===== src/rtl/core/mqlf_pkg.sv =====
`timescale 1ns / 1ps
// ----------------------------------------------------------------------------
// Linked multi-queue FIFO package
// Field widths, status and operation codes, the stored record layout and the
// command and status groups between the controller and the datapath.
// ----------------------------------------------------------------------------
package mqlf_pkg;

	localparam int QID_W    = 2;
	localparam int DATA_W   = 16;
	localparam int STATUS_W = 2;
	localparam int REC_W    = 2 * DATA_W;

	localparam logic OP_ENQ = 1'b0;
	localparam logic OP_DEQ = 1'b1;

	typedef enum logic [STATUS_W-1:0] {
		ST_OK    = 2'd0,
		ST_EMPTY = 2'd1,
		ST_FULL  = 2'd2
	} status_t;

	// Score sits in the upper half of a stored record, class number in the lower.
	typedef struct packed {
		logic [DATA_W-1:0] score;
		logic [DATA_W-1:0] class_number;
	} record_t;

	typedef struct packed {
		logic capture;
		logic exec;
		logic link;
		logic load_out;
	} mqlf_cmd_t;

	typedef struct packed {
		logic link_needed;
	} mqlf_stat_t;

endpackage


===== src/rtl/core/mqlf_req_if.sv =====
`timescale 1ns / 1ps
// ----------------------------------------------------------------------------
// Request channel
// Valid/ready channel that carries one queue operation.
// ----------------------------------------------------------------------------
interface mqlf_req_if;
	import mqlf_pkg::*;

	logic              valid;
	logic              ready;
	logic              op;
	logic [QID_W-1:0]  queue_id;
	logic [DATA_W-1:0] class_number;
	logic [DATA_W-1:0] score;

	modport source (output valid, output op, output queue_id, output class_number,
		output score, input ready);
	modport sink (input valid, input op, input queue_id, input class_number,
		input score, output ready);

endinterface


===== src/rtl/core/mqlf_resp_if.sv =====
`timescale 1ns / 1ps
// ----------------------------------------------------------------------------
// Response channel
// Valid/ready channel that carries the status and record of one operation.
// ----------------------------------------------------------------------------
interface mqlf_resp_if;
	import mqlf_pkg::*;

	logic                valid;
	logic                ready;
	logic [STATUS_W-1:0] status;
	logic [DATA_W-1:0]   class_out;
	logic [DATA_W-1:0]   score_out;

	modport source (output valid, output status, output class_out, output score_out,
		input ready);
	modport sink (input valid, input status, input class_out, input score_out,
		output ready);

endinterface


===== src/rtl/core/mqlf_ram.sv =====
`timescale 1ns / 1ps
// ----------------------------------------------------------------------------
// Generic simple dual-port RAM
// One write port and one read port with registered read data.
// ----------------------------------------------------------------------------
module mqlf_ram #(
	parameter int WIDTH = 32,
	parameter int DEPTH = 64
) (
	input  logic                     clk,
	input  logic                     we,
	input  logic [$clog2(DEPTH)-1:0] waddr,
	input  logic [WIDTH-1:0]         wdata,
	input  logic                     re,
	input  logic [$clog2(DEPTH)-1:0] raddr,
	output logic [WIDTH-1:0]         rdata
);

	logic [WIDTH-1:0] mem_q [DEPTH];

	always_ff @(posedge clk) begin
		if (we) begin
			mem_q[waddr] <= wdata;
		end
		if (re) begin
			rdata <= mem_q[raddr];
		end
	end

endmodule


===== src/rtl/core/mqlf_ctrl.sv =====
`timescale 1ns / 1ps
// ----------------------------------------------------------------------------
// Linked multi-queue FIFO controller
// Sequences one request through capture, execute, link when needed and
// respond, and owns the valid flag of the response register.
// ----------------------------------------------------------------------------
module mqlf_ctrl (
	input  logic                clk,
	input  logic                arst_n,
	input  logic                req_valid,
	output logic                req_ready,
	output logic                resp_valid,
	input  logic                resp_ready,
	output mqlf_pkg::mqlf_cmd_t cmd,
	input  mqlf_pkg::mqlf_stat_t stat
);
	import mqlf_pkg::*;

	typedef enum logic [3:0] {
		S_IDLE = 4'b0001,
		S_EXEC = 4'b0010,
		S_LINK = 4'b0100,
		S_RESP = 4'b1000
	} state_t;

	state_t state_q;
	state_t state_d;
	logic   resp_valid_q;
	logic   out_free;

	assign out_free   = !resp_valid_q || resp_ready;
	assign req_ready  = (state_q == S_IDLE);
	assign resp_valid = resp_valid_q;

	assign cmd.capture  = req_valid && req_ready;
	assign cmd.exec     = (state_q == S_EXEC);
	assign cmd.link     = (state_q == S_LINK);
	assign cmd.load_out = (state_q == S_RESP) && out_free;

	always_comb begin
		state_d = state_q;
		unique case (state_q)
			S_IDLE: begin
				if (cmd.capture) begin
					state_d = S_EXEC;
				end
			end
			S_EXEC: begin
				state_d = stat.link_needed ? S_LINK : S_RESP;
			end
			S_LINK: begin
				state_d = S_RESP;
			end
			S_RESP: begin
				if (out_free) begin
					state_d = S_IDLE;
				end
			end
			default: begin
				state_d = S_IDLE;
			end
		endcase
	end

	always_ff @(posedge clk or negedge arst_n) begin
		if (!arst_n) begin
			state_q      <= S_IDLE;
			resp_valid_q <= 1'b0;
		end else begin
			state_q <= state_d;
			if (cmd.load_out) begin
				resp_valid_q <= 1'b1;
			end else if (resp_ready) begin
				resp_valid_q <= 1'b0;
			end
		end
	end

endmodule


===== src/rtl/core/mqlf_dp.sv =====
`timescale 1ns / 1ps
// ----------------------------------------------------------------------------
// Linked multi-queue FIFO datapath
// Queue pointers, free list, node stores and the response register.
// ----------------------------------------------------------------------------
module mqlf_dp #(
	parameter int NUM_QUEUES = 3,
	parameter int POOL_DEPTH = 64
) (
	input  logic                            clk,
	input  logic                            arst_n,
	input  mqlf_pkg::mqlf_cmd_t             cmd,
	output mqlf_pkg::mqlf_stat_t            stat,
	input  logic                            req_op,
	input  logic [mqlf_pkg::QID_W-1:0]      req_queue_id,
	input  logic [mqlf_pkg::DATA_W-1:0]     req_class_number,
	input  logic [mqlf_pkg::DATA_W-1:0]     req_score,
	output logic [mqlf_pkg::STATUS_W-1:0]   status,
	output logic [mqlf_pkg::DATA_W-1:0]     class_out,
	output logic [mqlf_pkg::DATA_W-1:0]     score_out
);
	import mqlf_pkg::*;

	localparam int PTR_W  = $clog2(POOL_DEPTH);
	localparam int CNT_W  = $clog2(POOL_DEPTH + 1);
	localparam int QIDX_W = (NUM_QUEUES > 1) ? $clog2(NUM_QUEUES) : 1;
	localparam logic [PTR_W-1:0] LastNode  = PTR_W'(POOL_DEPTH - 1);
	localparam logic [CNT_W-1:0] FullCount = CNT_W'(POOL_DEPTH);

	logic [PTR_W-1:0]  queue_head_q     [NUM_QUEUES];
	logic [PTR_W-1:0]  queue_tail_q     [NUM_QUEUES];
	logic              queue_nonempty_q [NUM_QUEUES];
	logic [PTR_W-1:0]  free_head_q;
	logic [CNT_W-1:0]  free_count_q;
	// Nodes at or above this mark have never been allocated; their free-list
	// successor is taken as the next index, so no clearing pass is needed.
	logic [CNT_W-1:0]  fill_q;

	logic              op_q;
	logic              qvalid_q;
	logic [QIDX_W-1:0] qidx_q;
	record_t           rec_q;

	status_t           res_status_q;
	record_t           res_data_q;
	status_t           out_status_q;
	record_t           out_data_q;
	logic [PTR_W-1:0]  link_addr_q;
	logic [PTR_W-1:0]  link_node_q;

	logic              qvalid_in;
	logic [QIDX_W-1:0] qidx_in;
	logic [PTR_W-1:0]  rec_raddr;
	logic [PTR_W-1:0]  link_raddr;
	logic [REC_W-1:0]  rec_rdata;
	logic [PTR_W-1:0]  link_rdata;
	logic              rec_we;
	logic              link_we;
	logic [PTR_W-1:0]  link_waddr;
	logic [PTR_W-1:0]  link_wdata;

	logic              cur_nonempty;
	logic [PTR_W-1:0]  cur_head;
	logic [PTR_W-1:0]  cur_tail;
	logic              enq_ok;
	logic              deq_ok;
	logic              fresh;
	logic [PTR_W-1:0]  succ;
	logic [PTR_W-1:0]  free_next;

	// Request side: read addresses are presented in the capture cycle.
	assign qvalid_in  = (32'(req_queue_id) < NUM_QUEUES);
	assign qidx_in    = qvalid_in ? QIDX_W'(req_queue_id) : '0;
	assign rec_raddr  = queue_head_q[qidx_in];
	assign link_raddr = (req_op == OP_DEQ) ? queue_head_q[qidx_in] : free_head_q;

	// Execute cycle decisions.
	assign cur_nonempty = queue_nonempty_q[qidx_q];
	assign cur_head     = queue_head_q[qidx_q];
	assign cur_tail     = queue_tail_q[qidx_q];
	assign enq_ok       = (op_q == OP_ENQ) && qvalid_q && (free_count_q != '0);
	assign deq_ok       = (op_q == OP_DEQ) && qvalid_q && cur_nonempty;
	assign fresh        = (CNT_W'(free_head_q) >= fill_q);
	assign succ         = (free_head_q == LastNode) ? '0 : free_head_q + PTR_W'(1);
	assign free_next    = fresh ? succ : link_rdata;

	assign stat.link_needed = enq_ok && cur_nonempty;

	assign rec_we     = cmd.exec && enq_ok;
	assign link_we    = (cmd.exec && (enq_ok || deq_ok)) || cmd.link;
	assign link_waddr = cmd.link ? link_addr_q : (enq_ok ? free_head_q : cur_head);
	assign link_wdata = cmd.link ? link_node_q : (enq_ok ? '0 : free_head_q);

	mqlf_ram #(
		.WIDTH(REC_W),
		.DEPTH(POOL_DEPTH)
	) u_rec_ram (
		.clk   (clk),
		.we    (rec_we),
		.waddr (free_head_q),
		.wdata (rec_q),
		.re    (cmd.capture),
		.raddr (rec_raddr),
		.rdata (rec_rdata)
	);

	mqlf_ram #(
		.WIDTH(PTR_W),
		.DEPTH(POOL_DEPTH)
	) u_link_ram (
		.clk   (clk),
		.we    (link_we),
		.waddr (link_waddr),
		.wdata (link_wdata),
		.re    (cmd.capture),
		.raddr (link_raddr),
		.rdata (link_rdata)
	);

	always_ff @(posedge clk) begin
		if (cmd.capture) begin
			op_q              <= req_op;
			qvalid_q          <= qvalid_in;
			qidx_q            <= qidx_in;
			rec_q.class_number <= req_class_number;
			rec_q.score        <= req_score;
		end
		if (cmd.exec) begin
			link_addr_q <= cur_tail;
			link_node_q <= free_head_q;
			if (op_q == OP_ENQ) begin
				res_status_q <= enq_ok ? ST_OK : ST_FULL;
			end else begin
				res_status_q <= deq_ok ? ST_OK : ST_EMPTY;
			end
			res_data_q <= deq_ok ? record_t'(rec_rdata) : '0;
		end
		if (cmd.load_out) begin
			out_status_q <= res_status_q;
			out_data_q   <= res_data_q;
		end
	end

	always_ff @(posedge clk or negedge arst_n) begin
		if (!arst_n) begin
			for (int i = 0; i < NUM_QUEUES; i++) begin
				queue_head_q[i]     <= '0;
				queue_tail_q[i]     <= '0;
				queue_nonempty_q[i] <= 1'b0;
			end
			free_head_q  <= '0;
			free_count_q <= FullCount;
			fill_q       <= '0;
		end else if (cmd.exec) begin
			if (enq_ok) begin
				free_head_q  <= free_next;
				free_count_q <= free_count_q - CNT_W'(1);
				if (fresh) begin
					fill_q <= fill_q + CNT_W'(1);
				end
				if (!cur_nonempty) begin
					queue_head_q[qidx_q] <= free_head_q;
				end
				queue_tail_q[qidx_q]     <= free_head_q;
				queue_nonempty_q[qidx_q] <= 1'b1;
			end else if (deq_ok) begin
				if (cur_head == cur_tail) begin
					queue_nonempty_q[qidx_q] <= 1'b0;
				end else begin
					queue_head_q[qidx_q] <= link_rdata;
				end
				free_head_q <= cur_head;
				if (free_count_q != FullCount) begin
					free_count_q <= free_count_q + CNT_W'(1);
				end
			end
		end
	end

	assign status    = out_status_q;
	assign class_out = out_data_q.class_number;
	assign score_out = out_data_q.score;

endmodule


===== src/rtl/core/multi_queue_linked_fifo_core.sv =====
`timescale 1ns / 1ps
// ----------------------------------------------------------------------------
// Linked multi-queue FIFO core
// Several FIFO queues share one pool of nodes; each request enqueues a record
// onto a queue or dequeues the oldest record from it, with one response each.
// ----------------------------------------------------------------------------
// One request is in work at a time. From acceptance to a loaded response it
// goes through capture and node store read, execute and respond, with a link
// step between execute and respond for an enqueue onto a non-empty queue,
// because the link store has a single write port and such an enqueue writes
// two links. A response waits in its own register, so the next request is
// taken while it is still unread; the block stalls only if that register
// is still full when the next response is ready. No clearing pass is needed
// after reset: a fill mark tells which nodes still follow the index chain.
module multi_queue_linked_fifo_core #(
	parameter int NUM_QUEUES = 3,
	parameter int POOL_DEPTH = 64
) (
	input  logic              clk,
	input  logic              arst_n,
	mqlf_req_if.sink          req,
	mqlf_resp_if.source       resp
);
	import mqlf_pkg::*;

	mqlf_cmd_t  cmd;
	mqlf_stat_t stat;

	mqlf_ctrl u_ctrl (
		.clk        (clk),
		.arst_n     (arst_n),
		.req_valid  (req.valid),
		.req_ready  (req.ready),
		.resp_valid (resp.valid),
		.resp_ready (resp.ready),
		.cmd        (cmd),
		.stat       (stat)
	);

	mqlf_dp #(
		.NUM_QUEUES(NUM_QUEUES),
		.POOL_DEPTH(POOL_DEPTH)
	) u_dp (
		.clk              (clk),
		.arst_n           (arst_n),
		.cmd              (cmd),
		.stat             (stat),
		.req_op           (req.op),
		.req_queue_id     (req.queue_id),
		.req_class_number (req.class_number),
		.req_score        (req.score),
		.status           (resp.status),
		.class_out        (resp.class_out),
		.score_out        (resp.score_out)
	);

endmodule


===== src/flat_wrapper.sv =====
// flat-port wrapper written by rule: the top's interface ports become plain ports
module multi_queue_linked_fifo_core_flat import mqlf_pkg::*;
#(
	parameter int NUM_QUEUES = 3,
	parameter int POOL_DEPTH = 64
)
  (clk, arst_n, req_valid, req_op, req_queue_id, req_class_number, req_score, req_ready, resp_valid, resp_status, resp_class_out, resp_score_out, resp_ready);
  mqlf_req_if req_i ();
  mqlf_resp_if resp_i ();
  input  logic clk;
  input  logic arst_n;
  input wire logic [$bits(req_i.valid)-1:0] req_valid;
  input wire logic [$bits(req_i.op)-1:0] req_op;
  input wire logic [$bits(req_i.queue_id)-1:0] req_queue_id;
  input wire logic [$bits(req_i.class_number)-1:0] req_class_number;
  input wire logic [$bits(req_i.score)-1:0] req_score;
  output wire logic [$bits(req_i.ready)-1:0] req_ready;
  output wire logic [$bits(resp_i.valid)-1:0] resp_valid;
  output wire logic [$bits(resp_i.status)-1:0] resp_status;
  output wire logic [$bits(resp_i.class_out)-1:0] resp_class_out;
  output wire logic [$bits(resp_i.score_out)-1:0] resp_score_out;
  input wire logic [$bits(resp_i.ready)-1:0] resp_ready;
  assign req_i.valid = req_valid;
  assign req_i.op = req_op;
  assign req_i.queue_id = req_queue_id;
  assign req_i.class_number = req_class_number;
  assign req_i.score = req_score;
  assign req_ready = req_i.ready;
  assign resp_valid = resp_i.valid;
  assign resp_status = resp_i.status;
  assign resp_class_out = resp_i.class_out;
  assign resp_score_out = resp_i.score_out;
  assign resp_i.ready = resp_ready;
  multi_queue_linked_fifo_core #(.NUM_QUEUES(NUM_QUEUES), .POOL_DEPTH(POOL_DEPTH)) u_core (.clk(clk), .arst_n(arst_n), .req(req_i), .resp(resp_i));
endmodule

===== config.mk =====
export PLATFORM = sky130hd
export DESIGN_NAME = multi_queue_linked_fifo_core_flat
export DESIGN_NICKNAME = d
export VERILOG_FILES = /design/src/rtl/core/mqlf_pkg.sv /design/src/rtl/core/mqlf_req_if.sv /design/src/rtl/core/mqlf_resp_if.sv /design/src/rtl/core/mqlf_ram.sv /design/src/rtl/core/mqlf_ctrl.sv /design/src/rtl/core/mqlf_dp.sv /design/src/rtl/core/multi_queue_linked_fifo_core.sv /design/src/flat_wrapper.sv
export SDC_FILE = /design/constraint.sdc
export NUM_CORES = 2
export LEC_CHECK = 0
export BUFFER_PORTS_ARGS = -buffer_cell sky130_fd_sc_hd__buf_4
export CAP_MARGIN = 15
export CORE_MARGIN = 4
export CORE_UTILIZATION = 45
export CTS_CLUSTER_SIZE = 25
export DETAILED_ROUTE_END_ITERATION = 10
export MAX_ROUTING_LAYER = met4
export PLACE_DENSITY_LB_ADDON = 0.1
export SLEW_MARGIN = 20
export SYNTH_ARGS = -nofsm -noshare
export SYNTH_HDL_FRONTEND = slang
export SYNTH_SLANG_ARGS = --single-unit

===== constraint.sdc =====
create_clock -name clk -period 6.3 [get_ports clk]
set_clock_uncertainty 0.2 [all_clocks]
set_input_delay 0.315 -clock clk [delete_from_list [all_inputs] [get_ports clk]]
set_output_delay 0.315 -clock clk [all_outputs]
set_load 0.005 [all_outputs]

Yosys cells after proc, flatten, opt, wreduce, memory -nomap -nowiden
Memory sizes are Yosys's and may differ from the RTL's. A register that Yosys moved wholly into a read port is not among the register bits.
Cells that the tools add are included.

storage, ports and cells
  register bits = 180
  memory bits (writable) = 2432
  bits of input ports = 39
  output and inout port bits = 36
  memories kept = 2

operators by class
  add/sub/neg operators = 4
  magnitude comparators = 5
  equal/unequal tests = 11
  muxes and demuxes = 52
  bitwise gates (word level) = 6
  reduce and logical (&&, ||, !) cells = 26

memories
  memory                        words  bits a word  rd ports  clocked after memory_dff  write ports  RTL line        text
  u_core.u_dp.u_rec_ram.mem_q   64     32           1         1                         1            mqlf_ram.sv:19  logic [WIDTH-1:0] mem_q [DEPTH];
  u_core.u_dp.u_link_ram.mem_q  64     6            1         1                         1            mqlf_ram.sv:19

operators by type and width
  cell                                                                 number
  6-bit two-way mux                                                    16
  18-bit two-way mux                                                   4
  18-bit bitwise mux                                                   3
  6-bit binary-select mux with 2-bit select                            3
  7-bit two-way mux                                                    3
  4-bit case mux with 4 select lines                                   1
  7-bit by 1-bit adder with 7-bit output (second input constant)       2
  6-bit demux with 2-bit select                                        1
  4-bit two-way mux                                                    3
  1-bit logical AND                                                    10
  1-bit two-way mux                                                    10
  3-bit two-way mux                                                    3
  3-bit AND reduction                                                  3
  2-bit inequality test (second input constant)                        4
  2-bit nonzero test                                                   4
  6-bit by 7-bit >= comparator with 1-bit output                       1
  7-bit inequality test (second input constant)                        1
  7-bit nonzero test                                                   1
  7-bit by 1-bit subtractor with 7-bit output (second input constant)  1
  6-bit by 1-bit adder with 6-bit output (second input constant)       1
  6-bit == test                                                        1
  6-bit == test (second input constant)                                1
  3-bit >= comparator (second input constant)                          2
  2-bit two-way mux                                                    3
  other kinds (17)                                                     22

Longest topological paths before layout
  word-level depth = 10
  gate-level depth with buffers = 13

Modules after synthesis
From an unflattened synthesis, not the netlist that was laid out.

second synthesis, totals
  cells, all modules = 4607
  area, all modules = 101929.0 um^2

by module, submodules not included
  module                             times used  cells each  area an instance (um^2)
  mqlf_ram (u_core.u_dp.u_rec_ram)   1           3324        78835.6
  mqlf_ram (u_core.u_dp.u_link_ram)  1           720         15285.9
  mqlf_dp                            1           538         7533.5
  mqlf_ctrl                          1           25          274.0

Least setup slack after synthesis
Ideal clock, no wire load.

  path type = reg2reg
  start = register u_core.u_ctrl.state_q[3]
  end = memory u_core.u_dp.u_rec_ram.mem_q[58][0], enable pin
  arrival = 5687 ps
  setup slack = -8 ps
  cell stages (with the launch flop) = 6
  path buffers = 0
  clock period less this slack = 6308 ps
  cell sequence = dfrtp_1 nor4b_2 nand2_1 nor3_1 nand2_1 nor2_1

between the ends
  word-level cells in the longest chain between the ends = 4

ends and longest elaborated chain
  item                                      RTL line         text
  start, declared                           mqlf_ctrl.sv:26  state_t state_q;
  start signal, assigned                    mqlf_ctrl.sv:70  state_q <= state_d;
  4-bit by 2-bit == test with 1-bit output  mqlf_ctrl.sv:36  assign cmd.exec = (state_q == S_EXEC);
  1-bit logical AND                         mqlf_dp.sv:89    assign rec_we = cmd.exec && enq_ok;
  1-bit two-way mux                         mqlf_ram.sv:22   if (we) begin
  1-bit two-way mux (implied by the code)   mqlf_ram.sv:23   mem_q[waddr] <= wdata;
  end, declared                             mqlf_ram.sv:19

Every way passes these cells.

Worst setup path in the final report
  start = register u_core.u_dp.free_count_q[4]
  end = memory u_core.u_dp.u_link_ram.mem_q[58][4] in the netlist's numbering, enable pin

between the ends
  word-level cells in the longest chain between the ends = 7

ends and longest elaborated chain
  item                                     RTL line        text
  start, declared                          mqlf_dp.sv:34   logic [CNT_W-1:0] free_count_q;
  start signal, assigned                   mqlf_dp.sv:152  free_count_q <= FullCount;
  start signal, assigned                   mqlf_dp.sv:157  free_count_q <= free_count_q - CNT_W'(1);
  start signal, assigned                   mqlf_dp.sv:174  free_count_q <= free_count_q + CNT_W'(1);
  7-bit nonzero test (*)                   mqlf_dp.sv:81   assign enq_ok = (op_q == OP_ENQ) && qvalid_q && (free_count_q != '0);
  1-bit logical AND (*)                    mqlf_dp.sv:81
  1-bit logical OR                         mqlf_dp.sv:90   assign link_we = (cmd.exec && (enq_ok || deq_ok)) || cmd.link;
  1-bit logical AND                        mqlf_dp.sv:90
  1-bit logical OR                         mqlf_dp.sv:90
  1-bit two-way mux                        mqlf_ram.sv:22
  1-bit two-way mux (implied by the code)  mqlf_ram.sv:23
  end, declared                            mqlf_ram.sv:19

Every way passes the cells marked *; elsewhere a longest branch is shown, timed or not.

==> out/qor.yml <==
yosys.area.top_type_share: 0.757
placedCellCount: 8319
relSlewSlack: 0.236
grt_pass1_wl_um: 396000
yosysWarnings: 0
clk_latency_ps: 920
clock-sinks: 2650
yosys.cell_count.top_type: "edfxtp_1"
min_path_cells: 4
rr_startpoint: "u_core.u_dp.free_count_q[4]$_DFFE_PN0P_"
port_buffers: 74
reg2reg_to: "u_core.u_dp.u_link_ram.mem_q[58][4]$_DFFE_PP_"
crit_path_start_kind: "flop"
critical_path_class: "reg2reg"
vias: 52800
clock_path_buffers: 4
grt_pass1_vias: 52800
ys_seq_area_frac: 0.773
crit_required_ps: 6640
async_reset_ff_frac: 0.0242
reg2reg_slack_ps: 1630
postRouteAntennaNets: 0
start_util: 0.454
period_needed_ps: 4670
power_density_nw_per_um2: 339
routabilityCongestion: 0.841
yosys.area.top_type: "edfxtp_1"
fp.dieH_um: 485
finalNetCount: 5749
avgRoutedWirePerCell_um: 31.1
track_usage: 0.240
hold_viol_final: 0
overflow: 0
cts_tree: "built"
synth_area_um2: 103000
die_x_um: 485
remaining_drc_errors: 0
core_um2: 226000
hold_path_class: "in2reg"
drt_iter0_markers: 5568
arrival_ps: 5010
cts_made_buffers: 297
synth_area_leaders: "edfxtp_1, mux4_2, nand2_1, dfrtp_1, mux2i_1"
antenna_found_initial: 8
path_clk_slew_ps: 60
syn_to_final_growth_pct: 14.7
vias_per_cell: 5.94
ctsRootBufferMaster: "clkbuf_16"
fmax_mhz: 214
worst_r2r_path_depth: 6
max_cap_violations: 0
synth_edf_count: 2586
dpl.hpwl_um: 160000
placement_rows: 174
endpoint: "u_core.u_dp.u_link_ram.mem_q[58][4]$_DFFE_PP_"
startpoint: "u_core.u_dp.free_count_q[4]$_DFFE_PN0P_"
routed_wl_um: 276000
vdd_ir_drop_max_v: 0.000303
syn_area_per_cell_um2: 19.2
final_util: 0.521
report.final.slew_viol_count: 0
syn-instance-count: 5330
cp_max_fo: 15
min_period_over_period: 0.742
first_pass_iters: 6
drive_above_1_share: 0.226
cp-end-kind: "flop"
final_cells: 8894
ys_ff_latch: 2650
htreeDepth: 5
die-area_um2: 236000
tns_ps: 0
ioPinCount: 75
rsz0062_at_grt: "no"
synth_flop_cell: "edfxtp_1"
synth.distinct_cells: 78
grt_max_degree: 108
worst_slew_pin_slew_ps: 1140
status: "complete, no violations"
setup_viol: 0
postCtsSetupBuffers: 0
synth.net_count: 5378
p_leak_nw: 37.9
yosys-top-cells-count: "edfxtp_1, nand2_1, mux4_2, nor2_1, nand3_1"
-- cell usage in the layout, fill, tap and decap left out, drive strengths merged, types with 8 or more instances in the layout --
| cell | n |
|---|---|
| ha | 9 |
| nand3 | 143 |
| mux2 | 42 |
| a31oi | 67 |
| clkbuf | 388 |
| a21oi | 91 |
| o2bb2ai | 12 |
| buf | 293 |
| dlygate4sd3 | 74 |
| o221ai | 11 |
| nand2 | 742 |
| inv | 20 |
| a22oi | 34 |
| nand3b | 9 |
| bufinv | 13 |
| and3 | 70 |
| o21ai | 50 |
| nor2 | 169 |
| edfxtp | 2586 |
| nor3 | 25 |
| mux2i | 106 |
| a21o | 13 |
| clkinv | 88 |
| o22ai | 38 |
| dfrtp | 62 |
| nor4 | 24 |
| a2111oi | 9 |
| xnor2 | 12 |
| mux4 | 524 |
| and2 | 38 |
| nand4 | 37 |
| xor2 | 8 |
-- worst min path at each step --
stage                                                        start  slack (ps)                                    to
after detailed placement   u_core.u_dp.res_data_q[7]$_SDFFCE_PN0P_         210    u_core.u_dp.class_out[7]$_DFFE_PP_
after global routing                                     req_valid          70  u_core.u_ctrl.state_q[0]$_DFFE_PN1P_
after global placement    u_core.u_dp.res_data_q[10]$_SDFFCE_PN0P_         210   u_core.u_dp.class_out[10]$_DFFE_PP_
after CTS                                                req_valid          30  u_core.u_ctrl.state_q[0]$_DFFE_PN1P_
final                                                    req_valid         110  u_core.u_ctrl.state_q[0]$_DFFE_PN1P_
after floorplan                                             arst_n        -180            asynchronous set/reset pin
-- through the flow --
step	hold slack [ps]	setup WS [ps]	total power, mW	area [um^2]
after detailed placement	209	1560	24.2	108000
after CTS	27.5	1720	40.2	118000
after floorplan	-181	815	22.6	103000
after global routing	71.4	1490	41.1	118000
final	108	1630	39.8	118000
after global placement	207	1590	24.1	108000
-- metal layers --
metal / global-route usage / part of all wire / vias up
li1: - / - / 22200
met1: 0.342 / 0.43 / 28300
met2: 0.371 / 0.48 / 1873
met3: 0.0349 / 0.064 / 402
met4: 0.0563 / 0.022 / 0
met5: - / 0 / -
-- area by class of cell --
| class | count | area [um^2] |
|---|---|---|
| fill | 17900 | 108000 |
| sequential | 2650 | 79300 |
| multi-input combinational | 2370 | 22500 |
| clock buffer | 388 | 7940 |
| tap | 2992 | 3740 |
| timing repair buffer | 367 | 3210 |
| clock inverter | 108 | 837 |
| inverter | 15 | 56.3 |
| antenna | 4 | 10.0 |
-- cell families after synthesis --
family / Yosys count / share of synthesized area
adder cells (fa/ha/maj): 9 / 0.00110
XOR/XNOR: 20 / 0.00189
flip-flops: 2650 / 0.773
AO/OA/AOI/OAI: 383 / 0.0250
AND/OR/NAND/NOR: 1286 / 0.0548
multiplexers: 672 / 0.130
buffers and inverters: 310 / 0.0144
-- where the power goes --
part           total, mW  switching, mW  internal [mW]
Sequential          20.3          0.158           20.2
Combinational       3.48           2.42           1.06
Clock               16.0           6.66           9.35
Total               39.8           9.24           30.6
-- worst max-delay path: stages, from the launching register on --
cell and delay, ps:
dfrtp_1 430, or4_1 610, o41ai_4 800, nor2_1 120, o31ai_2 930, nand3_1 600
nor2_1 610
-- flip-flops by register name, indices dropped and copies added, names as in the netlist, 7 cells and up, named ones only --
signal and flops:
u_core.u_dp.class_out 16, u_core.u_dp.score_out 16, u_core.u_dp.u_link_ram.mem_q 384, u_core.u_dp.queue_tail_q 18, u_core.u_dp.fill_q 7, u_core.u_dp.res_data_q 32, u_core.u_dp.rec_q 32, u_core.u_dp.u_rec_ram.mem_q 2048
u_core.u_dp.u_rec_ram.rdata 32, u_core.u_dp.free_count_q 7, u_core.u_dp.queue_head_q 18
-- what timing repair did --
item / in CTS / in global routing
resized for setup: 0 / 0
hold buffers: 75 / 0
hold endpoints to repair: 174 / 0
Note: power is estimated with default switching activity, not from simulation.
